`src/design/omrs_queue.sv`:
```
// Two-entry queue of opaque words, used between the front, the back and the result port.
// No dependencies.
module omrs_queue #(
	parameter int W = 8
) (
	input  logic         clk,
	input  logic         arst_n,
	input  logic         push,
	input  logic [W-1:0] din,
	output logic         full,
	input  logic         pop,
	output logic [W-1:0] dout,
	output logic         empty
);
	logic [W-1:0] slot_q [2];
	logic         wp_q;
	logic         rp_q;
	logic [1:0]   cnt_q;
	logic         do_push;
	logic         do_pop;

	assign full    = (cnt_q == 2'd2);
	assign empty   = (cnt_q == 2'd0);
	assign dout    = slot_q[rp_q];
	assign do_push = push && !full;
	assign do_pop  = pop && !empty;

	always_ff @(posedge clk) begin
		if (do_push) begin
			slot_q[wp_q] <= din;
		end
	end

	always_ff @(posedge clk or negedge arst_n) begin
		if (!arst_n) begin
			wp_q  <= 1'b0;
			rp_q  <= 1'b0;
			cnt_q <= 2'd0;
		end else begin
			if (do_push) begin
				wp_q <= !wp_q;
			end
			if (do_pop) begin
				rp_q <= !rp_q;
			end
			if (do_push && !do_pop) begin
				cnt_q <= cnt_q + 2'd1;
			end else if (do_pop && !do_push) begin
				cnt_q <= cnt_q - 2'd1;
			end
		end
	end

endmodule

```
`config.mk`:
```
export PLATFORM = sky130hd
export DESIGN_NAME = omrs_queue
export DESIGN_NICKNAME = d
export VERILOG_FILES = /design/src/design/omrs_queue.sv
export SDC_FILE = /design/constraint.sdc
export NUM_CORES = 1
export LEC_CHECK = 0
export ABC_AREA = 0
export BUFFER_PORTS_ARGS = -buffer_cell sky130_fd_sc_hd__buf_4
export CORE_UTILIZATION = 48
export CTS_CLUSTER_SIZE = 24
export DETAILED_ROUTE_END_ITERATION = 7
export GPL_ROUTABILITY_DRIVEN = 0
export MAX_ROUTING_LAYER = met4
export PLACE_DENSITY = 0.74
export SETUP_SLACK_MARGIN = 0.02
export SYNTH_ARGS = -nofsm -noshare
export SYNTH_HDL_FRONTEND = slang
export SYNTH_SLANG_ARGS = --single-unit
```
`constraint.sdc`:
```
create_clock -name clk -period 2 [get_ports clk]
set_clock_uncertainty 0.05 [all_clocks]
set_input_delay 0.3 -clock clk [delete_from_list [all_inputs] [get_ports clk]]
set_output_delay 0.3 -clock clk [all_outputs]
set_load 0.05 [all_outputs]
```
==> metrics <==
fraction of layout cells with a size suffix above 1=0.429; die height=42.4 um; CORE AREA=0.00151 mm^2; initial antenna violation count=0; insertion delay to the later sink of the worst-skew pair=300 ps; first-pass GRT wire length=1900 um; post-route minimum period=1800 ps; pwr/cell area=1740 mW/mm^2; Post-Place Setup Slack=473 ps; Switching Share=0.399; Critical Path Start=rp_q; largest net degree at the start of global routing=13; CP endpoint kind=output port; Fmax achieved=557 MHz; io pins=22; number of synthesized flops with an enable pin=16; syn avg cell area=17.8 um^2; input/output buffers=21; ANT cells=0; RSZ-0062 raised after global routing=false; Int Pwr=1.07 mW; max_cap viols=0; required time worst endpoint=1650 ps; routed via count=422; synth unique cells=15; CTS H-tree lvls=1; Synth Instances=44; HP Start=din[7]; post-synth top area share=0.614; nets=84; leading area contributor after synthesis=edfxtp_1; Adder-Cell Fraction of Synth Area=0.0160; combinational share of power=0.443; relative slew slack=0.737; Slew Limit Fails=0; Initial Util=0.519; row count=14; Root Buffer=clkbuf_4; CTS tree=done; Commonest cells post-synth=edfxtp_1, mux2_1, dfrtp_1, nor2_1; complex-gate fraction of the synthesized area=0.00640; Crit Reg-Reg Startpoint=cnt_q[0]; Via density=4.91; Area contributors post-synth=edfxtp_1, dfrtp_1, mux2_1; WL/cell=13.2 um; Reg clk slew, reported paths=110 ps; crit-path max FO=9; Startpoint Class=register; FFs w/ async S/R, synth=0.200; synthesized area=782 um^2; clock buffer depth=2; DRC=0; Routed Antenna Nets=0; clock sink count=20; drt pass-1 iters=2; drt first-iter violations=5; worst slew pin tran=394 ps; P_sw=711 uW; final worst-path cycle share=0.898; Synth Area in XOR/XNOR=0.0656; Hold Vio Cnt, Final=0; Primary FF master, synth=edfxtp_1; routed wire length=1140 um; gr ovfl total=0; YS warnings=0; area grow syn2layout=31.0%; register area share after synthesis=0.742; most instantiated library cell after synthesis=edfxtp_1; sequential fraction of design power=0.376; fraction of synthesized area in multiplexers=0.115; utilization after layout=0.680; Leak=0.429 nW; #FFs+latches synth=20; simple-gate portion of the synthesized area=0.0384; Post-Syn Nets=57; total track usage=0.152; critical path type=register to output port; setup TNS=0 ps; die footprint=0.00179 mm^2; hold crit path type=primary input to register; number of global-route vias before repair=455; setup ws final=204 ps; CTS buffer count=3; endpoints failing setup=0; Die Width=42.4 um; largest family of logic cells by synthesized area=multiplexers; clock share of power=0.181; status=finished clean; peak supply drop=1.36 mV; WP data arrival=1450 ps
## power by group through the flow
stage                     Combinational, mW  Sequential (mW)  Clock, mW
final                                 0.789            0.670      0.322
after detailed placement              0.788            0.682          0
after floorplan                       0.616            0.634          0
after global routing                  0.832            0.682      0.342
after CTS                             0.796            0.672      0.328
after global placement                0.779            0.676          0
## cells in the final DEF (no fill, tap or decap)
| cell | count |
|---|---|
| mux2_2 | 2 |
| bufinv_16 | 1 |
| nand2b_1 | 1 |
| dfrtp_1 | 4 |
| xnor2_1 | 2 |
| inv_1 | 2 |
| nand2_2 | 1 |
| ha_1 | 1 |
| and3_1 | 1 |
| edfxtp_1 | 16 |
| o21ai_1 | 1 |
| buf_4 | 22 |
| mux2_1 | 6 |
| xor2_1 | 2 |
| nor2_1 | 3 |
| xnor2_2 | 1 |
| clkbuf_4 | 3 |
| dlygate4sd3_1 | 1 |
## stage by stage
step	hold slack [ps]	power [mW]	cell area (um^2)	cells
after floorplan	-45.6	1.25	782	44
after global placement	49.7	1.45	962	81
after detailed placement	49.5	1.47	962	81
after CTS	118	1.80	1020	86
after global routing	116	1.86	1020	86
final	128	1.78	1020	86
## cell type report
cell class | instances | area [um^2]
flip-flops and latches | 20 | 581
fillers | 112 | 482
multi-input cells | 21 | 189
repair buffers | 23 | 175
clock inverters | 1 | 30.0
clock buffers | 3 | 22.5
well taps | 16 | 20.0
inverters | 2 | 7.51
## sequential cells by signal, summed over array words and instances (netlist names)
signal	flops
slot_q	16
rp_q	1
cnt_q	2
wp_q	1
## critical path, stage by stage (launching register included)
cell     delay (ps)
dfrtp_1         580
mux2_2          380
buf_4           190
## worst paths after layout
check / endpoint / slack [ps] / cells past startpoint
max in group asynchronous: rp_q / 1530 / 2
min reg2reg: cnt_q[1] / 480 / 1
min in group asynchronous: wp_q / 270 / 2
max reg2reg: cnt_q[1] / 440 / 7
min: slot_q[0][7] / 130 / 1
max: dout[3] / 200 / 2
## cell families after synthesis
| logic type | count (synthesis) |
|---|---|
| AOI/OAI and AO/OA | 1 |
| xor gates and xnor gates | 5 |
| adders and majority gates | 1 |
| buffers and inverters | 3 |
| DFF | 20 |
| muxes | 8 |
| and+or+nand+nor | 6 |
## metal layers
layer	GRT usage	vias to the layer above	wire length, um
met2	0.246	12	577
met5	-	-	0
met4	0.0938	0	11
met1	0.169	197	480
met3	0.0345	2	66
li1	-	211	-
## timing repair
item	in CTS	in global routing
endpoints found under the setup margin	0	0
resized for setup	0	0
buffers inserted	0	0
endpoints found under the hold margin	4	0
hold buffers	1	0
Note: power is estimated with default switching activity, not from simulation.
