==> src/design/omrs_pkg.sv <==
// Shared types and constants for the ordered multiset rank/select block.
// No dependencies.
package omrs_pkg;

	localparam logic [2:0] REQ_INSERT = 3'd0;
	localparam logic [2:0] REQ_DELETE = 3'd1;
	localparam logic [2:0] REQ_RANK   = 3'd2;
	localparam logic [2:0] REQ_SELECT = 3'd3;
	localparam logic [2:0] REQ_PRED   = 3'd4;
	localparam logic [2:0] REQ_SUCC   = 3'd5;

	localparam logic [1:0] ST_OK   = 2'd0;
	localparam logic [1:0] ST_MISS = 2'd1;
	localparam logic [1:0] ST_FULL = 2'd2;

	localparam int KEY_W  = 32;
	localparam int RANK_W = 11;

	typedef enum logic [2:0] {
		OP_INSERT = 3'd0,
		OP_DELETE = 3'd1,
		OP_RANK   = 3'd2,
		OP_SELECT = 3'd3,
		OP_PRED   = 3'd4,
		OP_SUCC   = 3'd5,
		OP_BAD    = 3'd6
	} op_t;

	typedef struct packed {
		op_t                      op;
		logic                     upper;   // search for first key above, not first not below
		logic signed [KEY_W-1:0]  key;
		logic [RANK_W-1:0]        rank_in;
	} cmd_t;

	typedef struct packed {
		logic signed [KEY_W-1:0]  value;
		logic [RANK_W-1:0]        rank;
		logic [1:0]               status;
	} res_t;

endpackage

==> src/design/omrs_queue.sv <==
// Two-entry queue of opaque words, used between the front, the back and the result port.
// No dependencies.
module omrs_queue #(
	parameter int W = 8
) (
	input  logic         clk,
	input  logic         arst_n,
	input  logic         push,
	input  logic [W-1:0] din,
	output logic         full,
	input  logic         pop,
	output logic [W-1:0] dout,
	output logic         empty
);
	logic [W-1:0] slot_q [2];
	logic         wp_q;
	logic         rp_q;
	logic [1:0]   cnt_q;
	logic         do_push;
	logic         do_pop;

	assign full    = (cnt_q == 2'd2);
	assign empty   = (cnt_q == 2'd0);
	assign dout    = slot_q[rp_q];
	assign do_push = push && !full;
	assign do_pop  = pop && !empty;

	always_ff @(posedge clk) begin
		if (do_push) begin
			slot_q[wp_q] <= din;
		end
	end

	always_ff @(posedge clk or negedge arst_n) begin
		if (!arst_n) begin
			wp_q  <= 1'b0;
			rp_q  <= 1'b0;
			cnt_q <= 2'd0;
		end else begin
			if (do_push) begin
				wp_q <= !wp_q;
			end
			if (do_pop) begin
				rp_q <= !rp_q;
			end
			if (do_push && !do_pop) begin
				cnt_q <= cnt_q + 2'd1;
			end else if (do_pop && !do_push) begin
				cnt_q <= cnt_q - 2'd1;
			end
		end
	end

endmodule

==> src/design/omrs_front.sv <==
// Front end: decodes requests into commands and queues them for the back end.
// Depends on omrs_pkg and omrs_queue.
module omrs_front (
	input  logic                clk,
	input  logic                arst_n,
	input  logic                push,
	output logic                full,
	input  logic [2:0]          req_type,
	input  logic signed [31:0]  key,
	input  logic [10:0]         rank_in,
	input  logic                cmd_pop,
	output logic                cmd_empty,
	output omrs_pkg::cmd_t      cmd
);
	omrs_pkg::cmd_t dec;
	logic [$bits(omrs_pkg::cmd_t)-1:0] cmd_bits;

	always_comb begin
		dec.key     = key;
		dec.rank_in = rank_in;
		dec.upper   = 1'b0;
		unique case (req_type)
			omrs_pkg::REQ_INSERT: begin
				dec.op    = omrs_pkg::OP_INSERT;
				dec.upper = 1'b1;
			end
			omrs_pkg::REQ_DELETE: dec.op = omrs_pkg::OP_DELETE;
			omrs_pkg::REQ_RANK:   dec.op = omrs_pkg::OP_RANK;
			omrs_pkg::REQ_SELECT: dec.op = omrs_pkg::OP_SELECT;
			omrs_pkg::REQ_PRED:   dec.op = omrs_pkg::OP_PRED;
			omrs_pkg::REQ_SUCC: begin
				dec.op    = omrs_pkg::OP_SUCC;
				dec.upper = 1'b1;
			end
			default:              dec.op = omrs_pkg::OP_BAD;
		endcase
	end

	omrs_queue #(.W($bits(omrs_pkg::cmd_t))) u_cmdq (
		.clk   (clk),
		.arst_n(arst_n),
		.push  (push),
		.din   (dec),
		.full  (full),
		.pop   (cmd_pop),
		.dout  (cmd_bits),
		.empty (cmd_empty)
	);

	assign cmd = omrs_pkg::cmd_t'(cmd_bits);

endmodule

==> config.mk <==
export PLATFORM = sky130hd
export DESIGN_NAME = omrs_front
export DESIGN_NICKNAME = d
export VERILOG_FILES = /design/src/design/omrs_pkg.sv /design/src/design/omrs_queue.sv /design/src/design/omrs_front.sv
export SDC_FILE = /design/constraint.sdc
export NUM_CORES = 1
export LEC_CHECK = 0
export BUFFER_PORTS_ARGS = -buffer_cell sky130_fd_sc_hd__buf_2
export CAP_MARGIN = 20
export CELL_PAD_IN_SITES_DETAIL_PLACEMENT = 0
export CELL_PAD_IN_SITES_GLOBAL_PLACEMENT = 1
export CORE_UTILIZATION = 41
export CTS_BUF_LIST = sky130_fd_sc_hd__clkbuf_2
export DETAILED_ROUTE_END_ITERATION = 16
export PLACE_DENSITY = 0.88
export SYNTH_ARGS = -nofsm -noshare
export SYNTH_HDL_FRONTEND = slang
export SYNTH_SLANG_ARGS = --single-unit
==> constraint.sdc <==
create_clock -name clk -period 2.9 [get_ports clk]
set_input_delay 0.58 -clock clk [delete_from_list [all_inputs] [get_ports clk]]
set_output_delay 0.58 -clock clk [all_outputs]
set_load 0.05 [all_outputs]
==> key figures, run 1 <==
Clocking
  • Clk buf depth: 2
  • Worst-path clk slew: 250 ps
  • H-tree levels: 3
  • Post-CTS Resized: 0
  • Cts-stage hold buffer count: 1
  • Clk root buf: clkbuf_2
  • CTS Buf Count: 9
  • Worst-Skew Late Latency: 510 ps
  • TritonCTS clock tree: yes
  • Sink Count: 98
  • Post-CTS setup buffer count: 0

Placed design
  • Final RePlAce weighted congestion: 0.6129
  • Post-DP HPWL: 3866 um
  • Place WS: 766.0 ps
  • Placed Cells incl. Taps: 372
  • Buffers added on ports: 98
  • Dpl cell area: 4339 um^2

Floorplan
  • Core box area: 8721 um^2
  • Site Rows: 34
  • Starting density of the core: 0.4237
  • Die Area: 9395 um^2
  • Die height: 96.93 um
  • DIE WIDTH: 96.93 um
  • I/O pins: 99

Finish
  • Syn-to-layout area delta: 22.05%
  • Fill count: 724
  • Share of layout cells above drive strength 1: 0.5907
  • Ant. Diodes: 0
  • Fin nets: 327
  • Final instance area: 4509 um^2
  • Finished Layout Cells: 389

Synth
  • Sequential fraction of the synthesis area: 0.7911
  • Synth Instances: 170
  • Yosys warning count: 0
  • Synth Area per Inst: 21.73 um^2
  • Unique masters post-synth: 17
  • Mapped cell area: 3695 um^2
  • Net Count, Synth: 221
  • FF+latch count, synth: 98

Global routing
  • First-pass GRT wire length: 9011 um
  • Gr usage total: 0.1287
  • Grt ovf: 0
  • Vias in the first global route: 1838
  • Met3 Usage GRT: 0.03685
  • Largest net degree at the start of global routing: 30
  • Grt met1 use: 0.1542
  • Initial antenna violation count: 0
  • Busiest grt layer: met2
  • Routing usage on met2: 0.2134

Drt
  • Routed via count: 1806
  • Post-route ant nets: 0
  • Via density: 4.643
  • DR DRC count: 0
  • Drt total wl: 5610 um
  • Drt wl/cell: 14.42 um
  • DR iter-0 viols: 106
  • Drt pass-1 iters: 4

STA
  • # setup viols final: 0
  • Setup TNS: 0 ps
  • Setup Skew: 32.90 ps
  • Period utilization: 0.9184
  • Max-slew violation count: 0
  • Final setup margin: 236.8 ps
  • Max-slew headroom: 0.5346
  • Final period demand of the worst path: 2663 ps
  • RSZ-0062 raised after global routing: no
  • Worst Tran Pin Value: 696.5 ps
  • F_max: 375.5 MHz
  • Final hold violations: 0

Worst setup path
  • Crit path depth: 3
  • Critical Path AT: 2080 ps
  • Setup CP Type: flop to output port
  • Crit path max fanout: 29
  • Critical Path RT: 2320 ps
  • Crit path cell chain: buf_12 > mux2_2 > buf_2
  • Buf/Inv on CP: 2
  • Slowest Stage Delay on Critical Path: 710 ps
  • Worst setup EP type: output port
  • FF-to-FF path depth: 4
  • Crit-path leading delay family: flip-flops
  • Crit path launch type: flop
  • Slowest cell on crit path: dfrtp_2

Run status
  • Status: finished clean

Power and ir drop
  • P_int: 3.032 mW
  • Sw frac: 0.4172
  • NetSw: 2.170 mW
  • Pwr Density: 1154 nW/um^2
  • Comb power frac: 0.449
  • Seq pwr share: 0.400
  • Clock power frac: 0.151
  • Largest vdd supply drop: 0.6123 mV
  • Leak: 1.763 nW

Hold path
  • Hold path depth: 1
  • Hold crit path type: input pin to flop

Run
  • Max-Cap Viols: 0
path summary, 6_finish.rpt:
| check | endpoint | slack, ps | from |
|---|---|---|---|
| worst min-delay path | u_cmdq.slot_q[0][6] | 240 | rank_in[6] |
| min in group asynchronous | u_cmdq.cnt_q[1] | 380 | arst_n |
| worst min register to register | u_cmdq.cnt_q[1] | 550 | u_cmdq.cnt_q[1] |
| worst max register to register | u_cmdq.slot_q[0][37] | 1000 | u_cmdq.cnt_q[0] |
| worst max-delay path | cmd[35] | 240 | u_cmdq.rp_q |
| max in group asynchronous | u_cmdq.rp_q | 2370 | arst_n |
cell type report:
cell class / count / area (um^2) / share of cell area
Tap cell: 108 / 135.1 / 0.02997
Timing Repair Buffer: 102 / 560.5 / 0.1243
Clock inverter: 7 / 115.1 / 0.02553
Clock buffer: 9 / 45.04 / 0.009989
Sequential cell: 98 / 2924 / 0.6484
Multi-Input combinational cell: 63 / 721.9 / 0.1601
Inverter: 2 / 7.507 / 0.001665
metal layers:
| layer | up-vias | wire length, um |
|---|---|---|
| met5 | - | 0 |
| met4 | 0 | 36 |
| met3 | 4 | 264 |
| met2 | 63 | 2961 |
| met1 | 866 | 2347 |
| li1 | 873 | - |
power by group through the flow:
| stage | clock network (mW) | logic [mW] | registers (mW) |
|---|---|---|---|
| 2_1_floorplan | 0 | 1.97 | 2.05 |
| 3_3_place_gp | 0 | 2.35 | 2.11 |
| 3_5_place_dp | 0 | 2.37 | 2.12 |
| 4_1_cts | 0.821 | 2.37 | 2.09 |
| 5_1_grt | 0.890 | 2.46 | 2.11 |
| 6_report | 0.788 | 2.34 | 2.08 |
cells in the final DEF, fill, tap and decap left out, drive strengths merged:
| cell type | instances |
|---|---|
| nand2 | 1 |
| dfrtp | 4 |
| clkbuf | 9 |
| ha | 1 |
| nand2b | 1 |
| nor2 | 4 |
| bufinv | 3 |
| clkinvlp | 1 |
| clkinv | 2 |
| o21ai | 1 |
| inv | 3 |
| dlygate4sd3 | 1 |
| edfxtp | 94 |
| a21boi | 1 |
| and3 | 1 |
| buf | 101 |
| xor2 | 3 |
| xnor2 | 3 |
| mux2 | 47 |
registers in the layout, indices dropped and copies added (netlist names):
signal	cells
u_cmdq.cnt_q	2
u_cmdq.rp_q	1
u_cmdq.slot_q	94
u_cmdq.wp_q	1
per-stage QoR:
step                        util  hold slack, ps  power [mW]
after floorplan                -           284.4       4.012
after global placement    0.4976           393.5       4.459
after detailed placement  0.4976           394.2       4.488
after CTS                 0.5171           159.3       5.282
after global routing      0.5171           115.0       5.462
final                     0.5171           235.6       5.202
synth_stat cells:
master    number  area, um^2
xnor2_1        3       26.28
buf_6          3       33.78
nand2b_1       1       6.260
buf_2          2       10.01
clkbuf_1       2       7.510
ha_1           1       12.51
mux2_4        20       300.3
nand2_1        1       3.750
xor2_1         3       26.28
inv_1          2       7.510
a21boi_0       1       7.510
nor2_1         4       15.01
and3_1         1       6.260
edfxtp_1      94        2823
o21ai_0        1       5.000
mux2_2        27       304.0
dfrtp_1        4       100.1
logic make-up after synthesis:
| family | after synthesis | synth area share |
|---|---|---|
| adder cells (fa/ha/maj) | 1 | 0.003386 |
| AO/OA/AOI/OAI | 2 | 0.003386 |
| multiplexers | 47 | 0.1636 |
| AND/OR/NAND/NOR | 7 | 0.008466 |
| buffers and inverters | 9 | 0.01592 |
| XOR/XNOR | 6 | 0.01423 |
| flip-flops | 98 | 0.7911 |
No activity file was read; power rests on OpenSTA's default activity.
==> inputs of run 2 (changes only) <==
--- a/config.mk
+++ b/config.mk
@@ -9,10 +9,10 @@
 export CAP_MARGIN = 20
 export CELL_PAD_IN_SITES_DETAIL_PLACEMENT = 0
 export CELL_PAD_IN_SITES_GLOBAL_PLACEMENT = 1
-export CORE_UTILIZATION = 41
+export CORE_UTILIZATION = 49
 export CTS_BUF_LIST = sky130_fd_sc_hd__clkbuf_2
 export DETAILED_ROUTE_END_ITERATION = 16
-export PLACE_DENSITY = 0.88
+export PLACE_DENSITY = 0.95
 export SYNTH_ARGS = -nofsm -noshare
 export SYNTH_HDL_FRONTEND = slang
 export SYNTH_SLANG_ARGS = --single-unit
==> constraint.sdc (replaced) <==
create_clock -name clk -period 3.4 [get_ports clk]
set_input_delay 0.68 -clock clk [delete_from_list [all_inputs] [get_ports clk]]
set_output_delay 0.68 -clock clk [all_outputs]
set_load 0.05 [all_outputs]
==> run 2 against run 1 <==
  * Global-route usage is 2.5 points higher
  * Non-clock buffer count stayed put
  * Final area is 2.0% lower
  * Largest cell class unchanged
  * Die area is 16% lower
  * Largest power group unchanged
  * Critical endpoint is now cmd[21]
==> key figures, run 2 (synthesis results as in run 1) <==
Global routing
  • Grt ovf: 0 (unchanged)
  • First-pass GRT wire length: 8438 um (-6.4%)
  • Vias in the first global route: 1806 (-1.7%)
  • Largest net degree at the start of global routing: 48 (+60%)
  • Initial antenna violation count: 0 (unchanged)
  • Gr usage total: 0.1538 (+0.02511)

Floorplan
  • Die Area: 7892 um^2 (-16%)
  • DIE WIDTH: 88.84 um (-8.4%)
  • I/O pins: 99 (unchanged)
  • Core box area: 7253 um^2 (-17%)
  • Starting density of the core: 0.5094 (+0.08573)
  • Site Rows: 31 (-8.8%)
  • Die height: 88.84 um (-8.4%)

Worst setup path
  • Worst setup EP type: output port
  • Crit path max fanout: 29 (unchanged)
  • RR Startpoint: u_cmdq.cnt_q[0]
  • Crit path launch type: flop
  • Critical Path AT: 2140 ps (+60 ps)
  • R2R Setup Slk: 1340 ps (+340 ps)
  • Setup CP Type: flop to output port
  • Worst R2R End: u_cmdq.slot_q[0][13]
  • FF-to-FF path depth: 4 (unchanged)
  • Critical Path RT: 2720 ps (+400 ps)

Clocking
  • TritonCTS clock tree: yes
  • Clk buf depth: 2 (unchanged)
  • Worst-Skew Late Latency: 530 ps (+20 ps)
  • Sink Count: 98 (unchanged)
  • Worst-path clk slew: 240 ps (about the same)
  • Post-CTS Resized: 0 (unchanged)
  • CTS Buf Count: 9 (unchanged)
  • Clk root buf: clkbuf_2
  • H-tree levels: 3 (unchanged)
  • Cts-stage hold buffer count: 1 (unchanged)
  • Post-CTS setup buffer count: 0 (unchanged)

Finish
  • Max reg flops: 94 (unchanged)
  • Largest Register: u_cmdq.slot_q
  • Share of layout cells above drive strength 1: 0.5872 (-0.003559)
  • Fill count: 546 (-25%)
  • Commonest non-fill, non-tap cell in the layout: buf_2
  • Ant. Diodes: 0 (unchanged)
  • Syn-to-layout area delta: 19.64%
  • Commonest cells after routing, fill and taps aside: buf_2, edfxtp_1, mux2_2, mux2_4, clkbuf_2
  • Fin nets: 327 (unchanged)
  • Biggest regs: u_cmdq.slot_q x94, u_cmdq.cnt_q x2

Drt
  • Drt wl/cell: 14.98 um (+3.9%)
  • Drt pass-1 iters: 4 (unchanged)
  • DR DRC count: 0 (unchanged)
  • DR iter-0 viols: 106 (unchanged)
  • Via density: 4.811 (+3.6%)
  • Drt total wl: 5693 um (+1.5%)
  • Routed via count: 1828 (+1.2%)
  • Post-route ant nets: 0 (unchanged)

Hold path
  • Hold Path End: u_cmdq.slot_q[0][15]
  • Hold path depth: 1 (unchanged)
  • Worst hold path startpoint: key[4]
  • Hold crit path type: input pin to flop

Placed design
  • Place WS: 1125 ps (+359.1 ps)
  • Buffers added on ports: 98 (unchanged)
  • Final RePlAce weighted congestion: 0.6698 (+9.3%)
  • Post-DP HPWL: 3694 um (-4.4%)

Power and ir drop
  • Largest vdd supply drop: 0.6878 mV (+12%)
  • Leak: 1.729 nW (-1.9%)
  • Pwr Density: 965.8 nW/um^2 (-16%)

STA
  • Setup Skew: 26.15 ps (-6.746 ps)
  • Setup TNS: 0 ps (unchanged)
  • # setup viols final: 0 (unchanged)
  • Final setup margin: 584.1 ps (+347.3 ps)
  • Max-slew headroom: 0.5786 (+0.04399)
  • Final hold violations: 0 (unchanged)
  • Max-slew violation count: 0 (unchanged)
  • F_max: 355.1 MHz
  • Worst Tran Pin Value: 632.1 ps (-64.33 ps)
  • RSZ-0062 raised after global routing: no
  • Period utilization: 0.8282
  • Final period demand of the worst path: 2816 ps

Run
  • Max-Cap Viols: 0 (unchanged)

Run status
  • Status: finished clean
[run 2: area by class of cell]
type	instances	area, um^2	area share
sequential	98	2924	0.6615
multi-input combinational	63	721.9	0.1633
timing repair buffer	102	535.5	0.1211
tap	99	123.9	0.02802
clock inverter	6	57.56	0.01302
clock buffer	10	50.05	0.01132
inverter	2	7.507	0.001698
[run 2: power by group]
| part | internal, mW | total (mW) | switching [mW] |
|---|---|---|---|
| combinational | 0.601 | 1.97 | 1.37 |
| clock | 0.166 | 0.520 | 0.353 |
| sequential | 1.65 | 1.78 | 0.133 |
| total | 2.42 | 4.27 | 1.85 |
[run 2: critical path: stages (launching register included)]
cell	delay, ps
dfrtp_2	750
buf_12	280
mux2_2	360
buf_2	210
[run 2: per-layer routing]
layer	wire (um)	track usage	part of all wire	vias up
met5	0	0	0	-
met4	24	0.06598	0.0042	0
met3	417	0.05970	0.073	2
met2	2857	0.2503	0.50	70
met1	2394	0.1832	0.42	887
li1	-	-	-	869
[run 2: metrics by stage]
stage	util	instance area (um^2)	hold slack [ps]	power, mW	cells
3_3_place_gp	0.5932	4303	493.2	3.774	363
5_1_grt	0.6095	4420	225.4	4.467	380
6_report	0.6095	4420	318.5	4.269	380
3_5_place_dp	0.5932	4303	491.7	3.804	363
2_1_floorplan	-	3695	384.4	3.424	170
4_1_cts	0.6095	4420	270.6	4.319	380
[run 2: how the worst max path moves through the flow]
stage | startpoint | to | slack (ps) | cells past startpoint
final | u_cmdq.rp_q | cmd[21] | 580 | 3
after floorplan | push | u_cmdq.slot_q[0][0] | 210 | 2
after global routing | u_cmdq.rp_q | cmd[40] | 430 | 3
after CTS | u_cmdq.rp_q | cmd[21] | 500 | 3
after global placement | u_cmdq.rp_q | cmd[39] | 1130 | 3
after detailed placement | u_cmdq.rp_q | cmd[21] | 1130 | 3
==> inputs of run 3 (changes only) <==
--- a/config.mk
+++ b/config.mk
@@ -5,14 +5,15 @@
 export SDC_FILE = /design/constraint.sdc
 export NUM_CORES = 1
 export LEC_CHECK = 0
+export ABC_AREA = 1
 export BUFFER_PORTS_ARGS = -buffer_cell sky130_fd_sc_hd__buf_2
 export CAP_MARGIN = 20
 export CELL_PAD_IN_SITES_DETAIL_PLACEMENT = 0
 export CELL_PAD_IN_SITES_GLOBAL_PLACEMENT = 1
-export CORE_UTILIZATION = 49
+export CORE_UTILIZATION = 39
 export CTS_BUF_LIST = sky130_fd_sc_hd__clkbuf_2
 export DETAILED_ROUTE_END_ITERATION = 16
-export PLACE_DENSITY = 0.95
+export PLACE_DENSITY = 0.89
 export SYNTH_ARGS = -nofsm -noshare
 export SYNTH_HDL_FRONTEND = slang
 export SYNTH_SLANG_ARGS = --single-unit
==> constraint.sdc (replaced) <==
create_clock -name clk -period 2.4 [get_ports clk]
set_input_delay 0.48 -clock clk [delete_from_list [all_inputs] [get_ports clk]]
set_output_delay 0.48 -clock clk [all_outputs]
set_load 0.05 [all_outputs]
==> run 3 against run 2 <==
  * Total power grew 46%
  * Die area increased by 24%
  * Clock power is 29% higher
  * Worst hold slack got worse by 210 ps
  * Global-route usage shrank 0.98 points
  * Sequential cell count is the same
  * Via count is 24% higher
  * Critical path type unchanged
  * Critical endpoint is now cmd[1]
  * Highest routed layer unchanged
==> key figures, run 3 <==
Finish
  • Final Util: 0.4808 (-0.1286)
  • Fill count: 861 (+58%)
  • Commonest cells after routing, fill and taps aside: nand2_1, buf_2, edfxtp_1, clkbuf_2, inv_1
  • Biggest regs: u_cmdq.slot_q x94, u_cmdq.cnt_q x2
  • Max reg flops: 94 (unchanged)
  • Share of layout cells above drive strength 1: 0.3138 (-0.2734)
  • Syn-to-layout area delta: 20.49%
  • Commonest non-fill, non-tap cell in the layout: nand2_1
  • Largest Register: u_cmdq.slot_q
  • Finished Layout Cells: 503 (+32%)
  • Ant. Diodes: 0 (unchanged)
  • Fin nets: 438 (+34%)

Drt
  • Drt pass-1 iters: 4 (unchanged)
  • Via density: 4.511 (-6.2%)
  • Drt wl/cell: 13.14 um (-12%)
  • Post-route ant nets: 0 (unchanged)
  • Drt total wl: 6610 um (+16%)
  • Routed via count: 2269 (+24%)
  • DR iter-0 viols: 48 (-55%)
  • DR DRC count: 0 (unchanged)

Worst setup path
  • Worst setup EP type: output port
  • Crit path launch type: flop
  • Critical Path RT: 1920 ps (-800 ps)
  • Critical Path AT: 1710 ps (-430 ps)
  • Setup CP Type: flop to output port
  • Crit path max fanout: 28 (-3.4%)

STA
  • F_max: 456.7 MHz
  • Min Hold Slack: 108.1 ps (-210.4 ps)
  • Worst Tran Pin Value: 474.4 ps (-157.7 ps)
  • Setup TNS: 0 ps (unchanged)
  • # setup viols final: 0 (unchanged)
  • Final period demand of the worst path: 2190 ps
  • Max-slew headroom: 0.6804 (+0.1018)
  • Setup Skew: 28.31 ps (+2.155 ps)
  • RSZ-0062 raised after global routing: no
  • Final hold violations: 0 (unchanged)
  • Period utilization: 0.9124
  • Max-slew violation count: 0 (unchanged)

Synth
  • Post-synthesis async set-or-reset flop share: 0.04082 (unchanged)
  • Mapped cell area: 3670 um^2 (-0.68%)
  • Unique masters post-synth: 17 (unchanged)
  • Yosys top cell area share: 0.7692 (+0.005209)
  • Yosys warning count: 0 (unchanged)
  • Net Count, Synth: 334 (+51%)
  • Synth Area per Inst: 12.97 um^2 (-40%)
  • Post-synth EDFFs: 94 (unchanged)
  • Count leader, synth: nand2_1
  • Synth Instances: 283 (+66%)
  • Ranking of synthesized cells by area: edfxtp_1, nand2_1, dfrtp_1, buf_2, buf_4
  • Yosys top cell by area: edfxtp_1
  • Dominant synthesized flop cell: edfxtp_1
  • FF+latch count, synth: 98 (unchanged)
  • Synth cell count leaders: nand2_1, edfxtp_1, inv_1
  • Sequential fraction of the synthesis area: 0.7965 (+0.005394)

Clocking
  • Worst-Skew Late Latency: 520 ps (about the same)
  • CTS Buf Count: 9 (unchanged)
  • Worst-path clk slew: 270 ps (+30 ps)
  • TritonCTS clock tree: yes
  • H-tree levels: 3 (unchanged)
  • Post-CTS setup buffer count: 0 (unchanged)
  • Sink Count: 98 (unchanged)
  • Clk buf depth: 2 (unchanged)
  • Clk root buf: clkbuf_2

Power and ir drop
  • Largest vdd supply drop: 0.6715 mV (-2.4%)
  • Leak: 1.936 nW (+12%)
  • Pwr Density: 1408 nW/um^2 (+46%)

Floorplan
  • I/O pins: 99 (unchanged)
  • Die height: 99.01 um (+11%)
  • DIE WIDTH: 99.01 um (+11%)
  • Site Rows: 35 (+13%)
  • Starting density of the core: 0.3990 (-0.1104)
  • Core box area: 9196 um^2 (+27%)
  • Die Area: 9802 um^2 (+24%)

Global routing
  • Vias in the first global route: 2181 (+21%)
  • Initial antenna violation count: 0 (unchanged)
  • Largest net degree at the start of global routing: 48 (unchanged)
  • Gr usage total: 0.1439 (-0.009846)
  • First-pass GRT wire length: 10450 um (+24%)
  • Grt ovf: 0 (unchanged)

Placed design
  • Buffers added on ports: 98 (unchanged)
  • Final RePlAce weighted congestion: 0.6688 (-0.15%)
  • Placed Cells incl. Taps: 486 (+34%)
  • Post-DP HPWL: 4242 um (+15%)

Run
  • Max-Cap Viols: 0 (unchanged)

Run status
  • Status: finished clean

Hold path
  • Hold crit path type: input pin to flop
-- run 3: layout make-up --
cell class                 instances  area [um^2]  share of cell area
clock buffer                      10        50.05             0.01132
clock inverter                     6        42.54            0.009621
inverter                           9        33.78            0.007640
multi-input combinational        164        653.1              0.1477
sequential                        98         2924              0.6613
tap                              111        138.9             0.03141
timing repair buffer             105        579.3              0.1310
-- run 3: kinds of logic after synthesis --
family	synth area share
and+or+nand+nor	0.1626
DFF	0.7965
buffers and inverters	0.02762
AOI/OAI and AO/OA	0.007502
xor gates and xnor gates	0.002387
adders and majority gates	0.003409
-- run 3: stage by stage --
step	total power, mW	area (um^2)	setup slack (ps)
2_1_floorplan	4.869	3672	46.57
3_3_place_gp	5.582	4310	714.3
3_5_place_dp	5.634	4310	695.6
4_1_cts	6.318	4413	15.09
5_1_grt	6.595	4422	7.155
6_report	6.225	4422	210.2
-- run 3: metal layers --
metal / wire length [um] / track usage
met5: 0 / 0
met4: 76 / 0.05166
met1: 2796 / 0.1667
met2: 3398 / 0.2528
met3: 339 / 0.04326
-- run 3: worst max-delay path: stages (launching register included) --
cell     delay (ps)
dfrtp_2         470
inv_2            70
buf_6           220
nand2_1          80
nand2_1          80
buf_2           260
-- run 3: what timing repair did --
action,CTS,global route
hold endpoints to repair,4,0
endpoints found under the setup margin,0,28
hold buffers,1,0
resized for setup,0,3
-- run 3: where the power goes --
part | switching (mW) | internal, mW
clock network | 0.528 | 0.144
logic | 2.47 | 0.651
registers | 0.106 | 2.33
total | 3.10 | 3.12
-- run 3: final timing paths --
| check | depth (start not counted) | slack (ps) | end | startpoint |
|---|---|---|---|---|
| max in group asynchronous | 2 | 2020 | u_cmdq.rp_q | arst_n |
| min in group asynchronous | 2 | 250 | u_cmdq.cnt_q[1] | arst_n |
| worst max register to register | 5 | 830 | u_cmdq.slot_q[0][46] | u_cmdq.cnt_q[0] |
| worst min-delay path | 1 | 110 | u_cmdq.slot_q[1][16] | key[5] |
| worst max-delay path | 5 | 210 | cmd[1] | u_cmdq.rp_q |
| worst min register to register | 2 | 520 | u_cmdq.wp_q | u_cmdq.wp_q |
